`src/hpfc_pkg.sv`:
```
`default_nettype none

package hpfc_pkg;

   localparam int unsigned WORD_WIDTH = 32;
   localparam int unsigned HALF_WIDTH = 16;
   localparam int unsigned OP_WIDTH   = 2;

   typedef enum logic [OP_WIDTH-1:0] {
      OP_FP32_TO_FP16 = 2'd0,
      OP_FP16_TO_FP32 = 2'd1,
      OP_FP32_TO_BF16 = 2'd2,
      OP_BF16_TO_FP32 = 2'd3
   } op_type;

   localparam logic [14:0] FP16_INF_MAG    = 15'h7C00;
   localparam logic [7:0]  FP32_EXP_ONES   = 8'hFF;
   localparam logic [4:0]  FP16_EXP_ONES   = 5'h1F;
   localparam logic [7:0]  FP32_BIAS       = 8'd127;
   localparam logic [7:0]  FP16_BIAS       = 8'd15;
   localparam logic [7:0]  EXP_FP16_MAX    = FP32_BIAS + FP16_BIAS;
   localparam logic [7:0]  EXP_FP16_TINY   = FP32_BIAS - 8'd24;
   localparam logic [7:0]  EXP_FP16_NORMAL = FP32_BIAS - 8'd14;
   localparam logic [7:0]  EXP_REBIAS      = FP32_BIAS - FP16_BIAS;
   localparam logic [7:0]  EXP_SUB_BASE    = EXP_REBIAS - 8'd9;
   localparam logic [4:0]  SUB_ROUND_BASE  = 5'd12;
   localparam logic [31:0] BF16_ROUND_BIAS = 32'h0000_7FFF;
   localparam logic [15:0] BF16_QUIET_BIT  = 16'h0040;

endpackage

`default_nettype wire

```
`src/hpfc_convert.sv`:
```
`default_nettype none

module hpfc_convert (
   input  hpfc_pkg::op_type                      operation,
   input  logic [hpfc_pkg::WORD_WIDTH-1:0]      operand_bits,
   output logic [hpfc_pkg::WORD_WIDTH-1:0]      result_bits
);
   import hpfc_pkg::*;

   // fp32 source fields
   logic        f_sign;
   logic [7:0]  f_exp;
   logic [22:0] f_frac;
   logic [23:0] f_mant;

   // fp32 to fp16
   logic [7:0]  sub_diff;
   logic [4:0]  sub_rb_pos;
   logic [23:0] sub_at_guard;
   logic [23:0] sub_shifted;
   logic [23:0] sub_mask;
   logic        sub_sticky;
   logic        sub_round;
   logic [10:0] sub_mag;
   logic [7:0]  nrm_exp8;
   logic        nrm_round;
   logic [14:0] nrm_sum;
   logic [9:0]  nan_frac;
   logic [15:0] h_result;

   // fp16 to fp32
   logic        h_sign;
   logic [4:0]  h_exp;
   logic [9:0]  h_frac;
   logic [3:0]  h_lead;
   logic [9:0]  h_norm_frac;
   logic [7:0]  h_norm_exp;
   logic [31:0] w_result;

   // fp32 to bf16
   logic [31:0] bf_sum;
   logic [15:0] bf_result;

   always_comb begin
      f_sign = operand_bits[31];
      f_exp  = operand_bits[30:23];
      f_frac = operand_bits[22:0];
      f_mant = {1'b1, f_frac};

      sub_diff     = EXP_FP16_NORMAL - f_exp;
      sub_rb_pos   = {1'b0, sub_diff[3:0]} + SUB_ROUND_BASE;
      sub_at_guard = f_mant >> sub_rb_pos;
      sub_shifted  = sub_at_guard >> 1;
      sub_mask     = ~(24'hFF_FFFF << sub_rb_pos);
      sub_sticky   = |(f_mant & sub_mask);
      sub_round    = sub_at_guard[0] & (sub_sticky | sub_shifted[0]);
      sub_mag      = sub_shifted[10:0] + {10'd0, sub_round};

      nrm_exp8  = f_exp - EXP_REBIAS;
      nrm_round = f_frac[12] & ((|f_frac[11:0]) | f_frac[13]);
      nrm_sum   = {nrm_exp8[4:0], f_frac[22:13]} + {14'd0, nrm_round};

      nan_frac = f_frac[22:13];
      if (nan_frac == 10'd0) begin
         nan_frac = 10'd1;
      end

      if (f_exp == FP32_EXP_ONES) begin
         if (f_frac == 23'd0) begin
            h_result = {f_sign, FP16_INF_MAG};
         end else begin
            h_result = {f_sign, FP16_EXP_ONES, nan_frac};
         end
      end else if (f_exp > EXP_FP16_MAX) begin
         h_result = {f_sign, FP16_INF_MAG};
      end else if (f_exp < EXP_FP16_TINY) begin
         h_result = {f_sign, 15'd0};
      end else if (f_exp < EXP_FP16_NORMAL) begin
         h_result = {f_sign, 4'd0, sub_mag};
      end else if (nrm_sum >= FP16_INF_MAG) begin
         h_result = {f_sign, FP16_INF_MAG};
      end else begin
         h_result = {f_sign, nrm_sum};
      end

      h_sign = operand_bits[15];
      h_exp  = operand_bits[14:10];
      h_frac = operand_bits[9:0];

      // highest set bit of a subnormal fraction
      h_lead = 4'd0;
      for (int i = 0; i < 10; i++) begin
         if (h_frac[i]) begin
            h_lead = 4'(i);
         end
      end
      h_norm_frac = h_frac << (4'd10 - h_lead);
      h_norm_exp  = EXP_SUB_BASE + {4'd0, h_lead};

      if (h_exp == 5'd0) begin
         if (h_frac == 10'd0) begin
            w_result = {h_sign, 31'd0};
         end else begin
            w_result = {h_sign, h_norm_exp, h_norm_frac, 13'd0};
         end
      end else if (h_exp == FP16_EXP_ONES) begin
         w_result = {h_sign, FP32_EXP_ONES, h_frac, 13'd0};
      end else begin
         w_result = {h_sign, {3'd0, h_exp} + EXP_REBIAS, h_frac, 13'd0};
      end

      bf_sum = operand_bits + BF16_ROUND_BIAS + {31'd0, operand_bits[16]};
      if (f_exp == FP32_EXP_ONES) begin
         bf_result = operand_bits[31:16];
         if ((f_frac != 23'd0) && (bf_result[6:0] == 7'd0)) begin
            bf_result = bf_result | BF16_QUIET_BIT;
         end
      end else begin
         bf_result = bf_sum[31:16];
      end

      case (operation)
         OP_FP32_TO_FP16: result_bits = {16'd0, h_result};
         OP_FP16_TO_FP32: result_bits = w_result;
         OP_FP32_TO_BF16: result_bits = {16'd0, bf_result};
         OP_BF16_TO_FP32: result_bits = {operand_bits[15:0], 16'd0};
         default:         result_bits = '0;
      endcase
   end

endmodule

`default_nettype wire

```
`src/half_precision_format_converter_top.sv`:
```
// Float format converter between fp32, fp16 and bf16.
// Request channel: req_valid with req_operation (0 fp32 to fp16, 1 fp16 to
// fp32, 2 fp32 to bf16, 3 bf16 to fp32) and req_operand_bits; 16-bit
// sources sit in the low half. The block drives req_stall.
// Response channel: rsp_valid with rsp_result_bits; 16-bit results are
// zero-extended. The receiver drives rsp_stall.
// Each item yields exactly one response item, in order.
// An item accepted into the input register passes the conversion and then
// the result register before it is presented on the response channel.
// Throughput: one item per cycle while the response is not stalled, set by
// the single conversion stage between the two registers.
// Stalls: while rsp_stall is high the result register holds its item; the
// input register still fills, and req_stall rises only when both registers
// hold items and the response is stalled.
// Reset (synchronous, active high) empties both registers.
`default_nettype none

module half_precision_format_converter_top (
   input  logic                                  clock,
   input  logic                                  reset,
   input  logic                                  req_valid,
   output logic                                  req_stall,
   input  logic [hpfc_pkg::OP_WIDTH-1:0]        req_operation,
   input  logic [hpfc_pkg::WORD_WIDTH-1:0]      req_operand_bits,
   output logic                                  rsp_valid,
   input  logic                                  rsp_stall,
   output logic [hpfc_pkg::WORD_WIDTH-1:0]      rsp_result_bits
);
   import hpfc_pkg::*;

   logic                  in_valid_ff;
   logic                  in_valid_in;
   op_type                in_op_ff;
   logic [WORD_WIDTH-1:0] in_bits_ff;
   logic                  out_valid_ff;
   logic                  out_valid_in;
   logic [WORD_WIDTH-1:0] out_bits_ff;
   logic [WORD_WIDTH-1:0] conv_bits;
   logic                  out_free;
   logic                  take_item;
   logic                  move_item;

   hpfc_convert u_convert (
      .operation    (in_op_ff),
      .operand_bits (in_bits_ff),
      .result_bits  (conv_bits)
   );

   assign out_free  = !out_valid_ff || !rsp_stall;
   assign req_stall = in_valid_ff && !out_free;
   assign take_item = req_valid && !req_stall;
   assign move_item = in_valid_ff && out_free;

   always_comb begin
      in_valid_in = in_valid_ff;
      if (take_item) begin
         in_valid_in = 1'b1;
      end else if (move_item) begin
         in_valid_in = 1'b0;
      end

      out_valid_in = out_valid_ff;
      if (move_item) begin
         out_valid_in = 1'b1;
      end else if (!rsp_stall) begin
         out_valid_in = 1'b0;
      end
   end

   always_ff @(posedge clock) begin
      if (reset) begin
         in_valid_ff  <= 1'b0;
         out_valid_ff <= 1'b0;
      end else begin
         in_valid_ff  <= in_valid_in;
         out_valid_ff <= out_valid_in;
      end
   end

   always_ff @(posedge clock) begin
      if (take_item) begin
         in_op_ff   <= op_type'(req_operation);
         in_bits_ff <= req_operand_bits;
      end
      if (move_item) begin
         out_bits_ff <= conv_bits;
      end
   end

   assign rsp_valid       = out_valid_ff;
   assign rsp_result_bits = out_bits_ff;

endmodule

`default_nettype wire
```
`config.mk`:
```
export PLATFORM = sky130hd
export DESIGN_NAME = half_precision_format_converter_top
export DESIGN_NICKNAME = d
export VERILOG_FILES = /design/src/hpfc_pkg.sv /design/src/hpfc_convert.sv /design/src/half_precision_format_converter_top.sv
export SDC_FILE = /design/constraint.sdc
export NUM_CORES = 1
export LEC_CHECK = 0
export ABC_CLOCK_PERIOD_IN_PS = 8900
export BUFFER_PORTS_ARGS = -buffer_cell sky130_fd_sc_hd__clkbuf_2
export CAP_MARGIN = 20
export CORE_MARGIN = 2
export CORE_UTILIZATION = 25
export CTS_CLUSTER_SIZE = 20
export DETAILED_ROUTE_END_ITERATION = 10
export PLACE_DENSITY = 0.52
export SLEW_MARGIN = 10
export SYNTH_ARGS = -nofsm -noshare
export SYNTH_HDL_FRONTEND = slang
export SYNTH_HIERARCHICAL = 1
export SYNTH_SLANG_ARGS = --single-unit
```
`constraint.sdc`:
```
create_clock -name clock -period 8.9 [get_ports clock]
set_input_delay 0.445 -clock clock [delete_from_list [all_inputs] [get_ports clock]]
set_output_delay 0.445 -clock clock [all_outputs]
set_load 0.01 [all_outputs]
```
Yosys cells after proc, flatten, opt, wreduce, memory -nomap -nowiden --
Index checks and enable logic that the tools add are counted.
Storage, ports and cells: register bits after elaboration 68, latch bits 0, memory bits (writable) 0, bits in read-only memories 0, input port bits 38, output and inout bits 34, logic and storage cells 79, memories 0
Operators by class: add/subtract/negate cells 10, $mul 0, div/mod/pow operators 0, order comparisons 4, eq/ne operators 6, shift-type cells 3, mux-type cells 26, bitwise operators 6, reduce and logical (&&, ||, !) cells 19
Operators with widths (number):
- case mux 32 bit (4 select lines) | 1
- two-way mux 31 bit | 3
- two-way mux 15 bit | 5
- adder 32 x 1 -> 32 bit | 1
- adder 32 x 15 -> 32 bit, second input constant | 1
- bitwise AND 24 bit | 1
- NOT 24 bit | 1
- OR reduction 24 bit | 1
- << shifter 24 x 5 -> 24 bit, first input constant | 1
- right shift 24 x 5 -> 12 bit | 1
- zero test 23 bit | 1
- nonzero test 23 bit | 1
- zero test 10 bit | 2
- two-way mux 10 bit | 2
- less-than comparator 8 x 7 -> 1 bit, second input constant | 2
- two-way mux 16 bit | 1
- adder 15 x 1 -> 15 bit | 1
- >= comparator 15 bit, second input constant | 1
- two-way mux 3 bit | 4
- OR reduction 12 bit | 1
- adder 11 x 1 -> 11 bit | 1
- << shifter 10 x 4 -> 10 bit | 1
- adder 5 x 7 -> 8 bit, second input constant | 1
- adder 7 x 4 -> 8 bit, first input constant | 1
- other kinds (23) | 38

Longest topological paths before layout --
depth after elaboration 14, mapped depth 15, depth with buffers taken out 12

Modules after synthesis --
The synthesis kept the hierarchy.
Modules (own cells, without submodules):
- hpfc_convert | times used 1, cells each 492, area an instance 3186.8 µm², seq. area each 0.0 µm²
- half_precision_format_converter_top | times used 1, cells each 76, area an instance 2068.2 µm², seq. area each 2021.9 µm²

Worst setup path after synthesis --
No wires, ideal clock.
path kind input -> register, start point input rsp_stall, end point register out_bits_ff[0], in the netlist rsp_result_bits[0] (enable), library setup time 470 ps, data arrival time 2822 ps, data required time 8430 ps, path slack 5608 ps, cell stages on the path 1, path buffers 0, path through a21boi_0
On the way: cells in the longest elaborated chain, start to end 3
Ends and longest elaborated chain:
- start, declared | RTL line half_precision_format_converter_top.sv:26 | input logic rsp_stall,
- zero test 1 bit
- logical OR 1 bit | RTL line half_precision_format_converter_top.sv:49 | assign out_free = !out_valid_ff || !rsp_stall;
- logical AND 1 bit | RTL line half_precision_format_converter_top.sv:52 | assign move_item = in_valid_ff && out_free;
- end signal, assigned | RTL line half_precision_format_converter_top.sv:86 | out_bits_ff <= conv_bits;
- end, declared | RTL line half_precision_format_converter_top.sv:37 | logic [WORD_WIDTH-1:0] out_bits_ff;
Every way passes these cells. A chain may end at the register's enable or synchronous reset.

Final worst setup path --
start point register in_bits_ff[24], end point register out_bits_ff[4], in the netlist rsp_result_bits[4] (data pin)
On the way: cells in the longest elaborated chain, start to end 14, elaborated cells on any way between the ends 24, those cells by class 5 x add/sub; 4 x order compare; 1 x eq/ne; 2 x shift; 7 x mux; 4 x bitwise; 1 x reduce/logical
Ends and longest elaborated chain:
- start, declared | RTL line half_precision_format_converter_top.sv:34 | logic [WORD_WIDTH-1:0] in_bits_ff;
- start signal, assigned | RTL line half_precision_format_converter_top.sv:83 | in_bits_ff <= req_operand_bits;
- subtractor 1 x 4 -> 4 bit | RTL line hpfc_convert.sv:50 | sub_diff = EXP_FP16_NORMAL - f_exp;
- adder 4 x 4 -> 5 bit | RTL line hpfc_convert.sv:51 | sub_rb_pos = {1'b0, sub_diff[3:0]} + SUB_ROUND_BASE;
- << shifter 24 x 5 -> 24 bit | RTL line hpfc_convert.sv:54 | sub_mask = ~(24'hFF_FFFF << sub_rb_pos);
- NOT 24 bit | RTL line hpfc_convert.sv:54
- bitwise AND 24 bit | RTL line hpfc_convert.sv:55 | sub_sticky = |(f_mant & sub_mask);
- OR reduction 24 bit | RTL line hpfc_convert.sv:55
- bitwise OR 1 bit | RTL line hpfc_convert.sv:56 | sub_round = sub_at_guard[0] & (sub_sticky | sub_shifted[0]);
- bitwise AND 1 bit | RTL line hpfc_convert.sv:56
- adder 11 x 1 -> 11 bit | RTL line hpfc_convert.sv:57 | sub_mag = sub_shifted[10:0] + {10'd0, sub_round};
- two-way mux 15 bit | RTL line hpfc_convert.sv:78 | end else if (f_exp < EXP_FP16_NORMAL) begin
- two-way mux 15 bit | RTL line hpfc_convert.sv:76 | end else if (f_exp < EXP_FP16_TINY) begin
- two-way mux 15 bit | RTL line hpfc_convert.sv:74 | end else if (f_exp > EXP_FP16_MAX) begin
- two-way mux 15 bit | RTL line hpfc_convert.sv:68 | if (f_exp == FP32_EXP_ONES) begin
- case mux 32 bit (4 select lines) (*) | RTL line hpfc_convert.sv:122 | case (operation)
- net conv_bits[4] | RTL line half_precision_format_converter_top.sv:38 | logic [WORD_WIDTH-1:0] conv_bits;
The timed path passes the listed nets; every way through them passes the cells marked *.

==> results.md <==
- Worst Setup Path Type: flip-flop to flip-flop
- Yosys reg bits: about 70
- Synth Area per Inst: slightly above 9 um2
- Sequential fraction of the synthesis area: between 30 and 40%
- H-tree depth: 3
- Worst Setup SP: in_bits_ff[24]
- Critical path startpoint category: flip-flop
- Max Cap Violations: 0
- R2r endpoint: rsp_result_bits[4]
- CTS Root Cell: clkbuf_16
- CTS Buf Count: 9
- Clk Latency, worst-skew pair: ~350 ps
- Die Wd: between 100 and 150 um
- Postcts setup bufs: 0
- Via count: 4,635
- GRT Residual Overflow: 0
- Initial antenna violation count: 0
- Clock period minus worst slack: roughly 3900 ps
- Post-route insts no fill: between 800 and 900
- Final Max Slew Viols: 0
- Drt pass-1 iters: 5
- First-pass GRT wire length: around 25 mm
- Required @ worst endpoint: ~9000 ps
- Clk slew on worst S/H paths: 60 ps
- Layout cells sized above 1: 21.3%
- PostCTS Resize Cnt: 0
- Worst-margin pin slew: 1000 ps
- Hold Path Sink: in_valid_ff
- Post-synthesis cell type count: just under 80
- Post-DRT Antenna Nets: 0
- Longest Clk Path Bufs: 2
- RR Startpoint: in_bits_ff[24]
- Syn_nets: between 600 and 700
- Nature of the critical path endpoint: flip-flop
- Area Overhead vs Synth: 17.3%
- Io pins: 72
- CTS tree: done
- Vias per Instance: 5.20
- Power per cell area: ~160 mW/mm2
- Gpl congestion: a little under 0.9
- Post-synth EDFFs: 66
- Clock sinks: 68
- Drt wl/cell: roughly 18 um
- Die Ht: between 100 and 150 um
- Post-detail-place hpwl: 11.4 mm
- Reg2Reg Setup Slack: approximately 5000 ps
- Worst-path fanout max: 29
- Rows: 53
- Final #Nets: 658
- DRC errors left: 0
- Setup Viol. Count Final: 0
- Setup TNS: 0 ps
- Number of global-route vias before repair: ~4.4k
- Reg area: approximately 0.0020 mm2
- Total wire length: 15.8 mm
- Outcome: finished clean
- N_diodes: 0
- Die area: 0.0222 mm2
- Fin. Hold Viols: 0
- Syn Inst Count: between 500 and 600
- Hold buffers post-CTS: 0
- DR iter-0 viols: between 400 and 500
- Port bufs: a little over 70
- Clock skew: 7.89 ps
- Core Area: ~0.021 mm2
- Total power: about 1000 uW
- Top_reg_cell synth: edfxtp_1
- Fmax: about 260 MHz
- Post-Syn Area: 0.00526 mm2
- Critical Path AT: around 4000 ps
- Synth Warn #: 6
- Placed cells: ~900
- GRT Util Overall: ~15%
- Hold path depth: 2
- RSZ-0062 raised after global routing: false
- Rel. slew slack: 33.2%
- Starting Density: around a quarter
- Multi-input gate area: between 0.002 and 0.003 mm2
- Hold Crit Start: reset
- Fill count: roughly 2.2k
- Ys async rst share: 0%
- Largest net degree at the start of global routing: 35
- Final period utilization: around 44%
- Leakage: 2.23 nW
- Reg2reg path depth: 13
- VDD IR-drop max: 102 uV
- Hold WC Path Type: primary input to flip-flop
==> how the worst max path moves through the flow <==
stage	slack [ps]	end
2_1_floorplan	5610	rsp_result_bits[0]
3_3_place_gp	5130	rsp_result_bits[4]
3_5_place_dp	5030	rsp_result_bits[4]
4_1_cts	5010	rsp_result_bits[4]
5_1_grt	4640	rsp_result_bits[4]
6_report	4980	rsp_result_bits[4]
==> cell usage in the layout (no fill, tap or decap), types with 7 or more instances in the layout <==
cell type	count
o21ai_0	43
nor3_1	19
xor2_1	10
nand4_1	8
nor2b_1	9
a21oi_1	39
a211oi_1	8
clkbuf_2	71
mux2i_1	12
ha_1	9
xnor2_1	18
nand3_1	20
nand2b_1	10
buf_4	7
and3_1	10
nor2_1	34
inv_1	19
nand2_1	54
edfxtp_1	66
mux4_2	9
clkbuf_16	9
nor4_1	8
==> layout make-up <==
cell class	count	area share, %
multi-input cells	433	47.9
inverters	20	1.22
well taps	275	5.58
clock inverters	5	1.62
flip-flops and latches	68	32.8
repair buffers	79	6.94
clock buffers	11	3.94
==> power breakdown <==
group / switching (mW) / total [mW] / internal, mW / leakage (nW)
clock network: 0.138 / 0.418 / 0.280 / 0.169
registers: 0.0274 / 0.401 / 0.374 / 0.652
logic: 0.107 / 0.178 / 0.0710 / 1.41
==> sequential cells by signal, summed over array words and instances (netlist names) <==
name,flops
rsp_valid,1
in_valid_ff,1
in_bits_ff,32
in_op_ff,2
rsp_result_bits,32
==> synth_stat cells, types with 12 or more instances <==
master	instances	share of area (%)
nor2_1	35	2.5
nand3_1	20	1.9
a21oi_1	39	3.7
o21ai_0	43	4.1
clkbuf_1	21	1.5
mux2i_1	12	2.3
inv_1	19	1.4
nor3_1	19	1.8
nand2_1	54	3.9
buf_2	17	1.6
xnor2_1	18	3.0
edfxtp_1	66	38
==> per-layer routing <==
| layer | up-vias | GRT usage [%] | wire length (um) |
|---|---|---|---|
| met1 | 2171 | 21.6 | 7530 |
| met2 | 188 | 20.2 | 6560 |
| met5 | - | 0 | 0 |
| met4 | 0 | 6.71 | 467 |
| li1 | 2249 | - | - |
| met3 | 27 | 3.43 | 1290 |
==> critical path: stages, from the launching register on <==
cell and delay [ps]:
edfxtp_1 320, buf_4 350, inv_1 220, ha_1 260
xor2_1 600, inv_1 360, nor2_1 360, a211oi_2 150
nor2_1 130, ha_1 190, and3_1 250, xnor2_1 140
a2bb2oi_1 250, o31ai_1 100
==> through the flow <==
stage / utilization (%) / cell area, um2 / setup WS [ps] / hold slack [ps]
after floorplan: - / 5260 / 5610 / 472
after detailed placement: 27.9 / 5800 / 5030 / 517
final: 29.6 / 6160 / 4980 / 269
after global routing: 29.6 / 6160 / 4640 / 262
after CTS: 29.5 / 6140 / 5010 / 257
after global placement: 27.9 / 5800 / 5130 / 499
==> cells by family after synthesis <==
group / synth area share (%)
XOR/XNOR: 4.67
adder cells (fa/ha/maj): 2.14
buffers and inverters: 5.74
multiplexers: 6.57
flip-flops: 38.5
AND/OR/NAND/NOR: 21.8
AO/OA/AOI/OAI: 20.6
(Power assumes the default switching activity.)
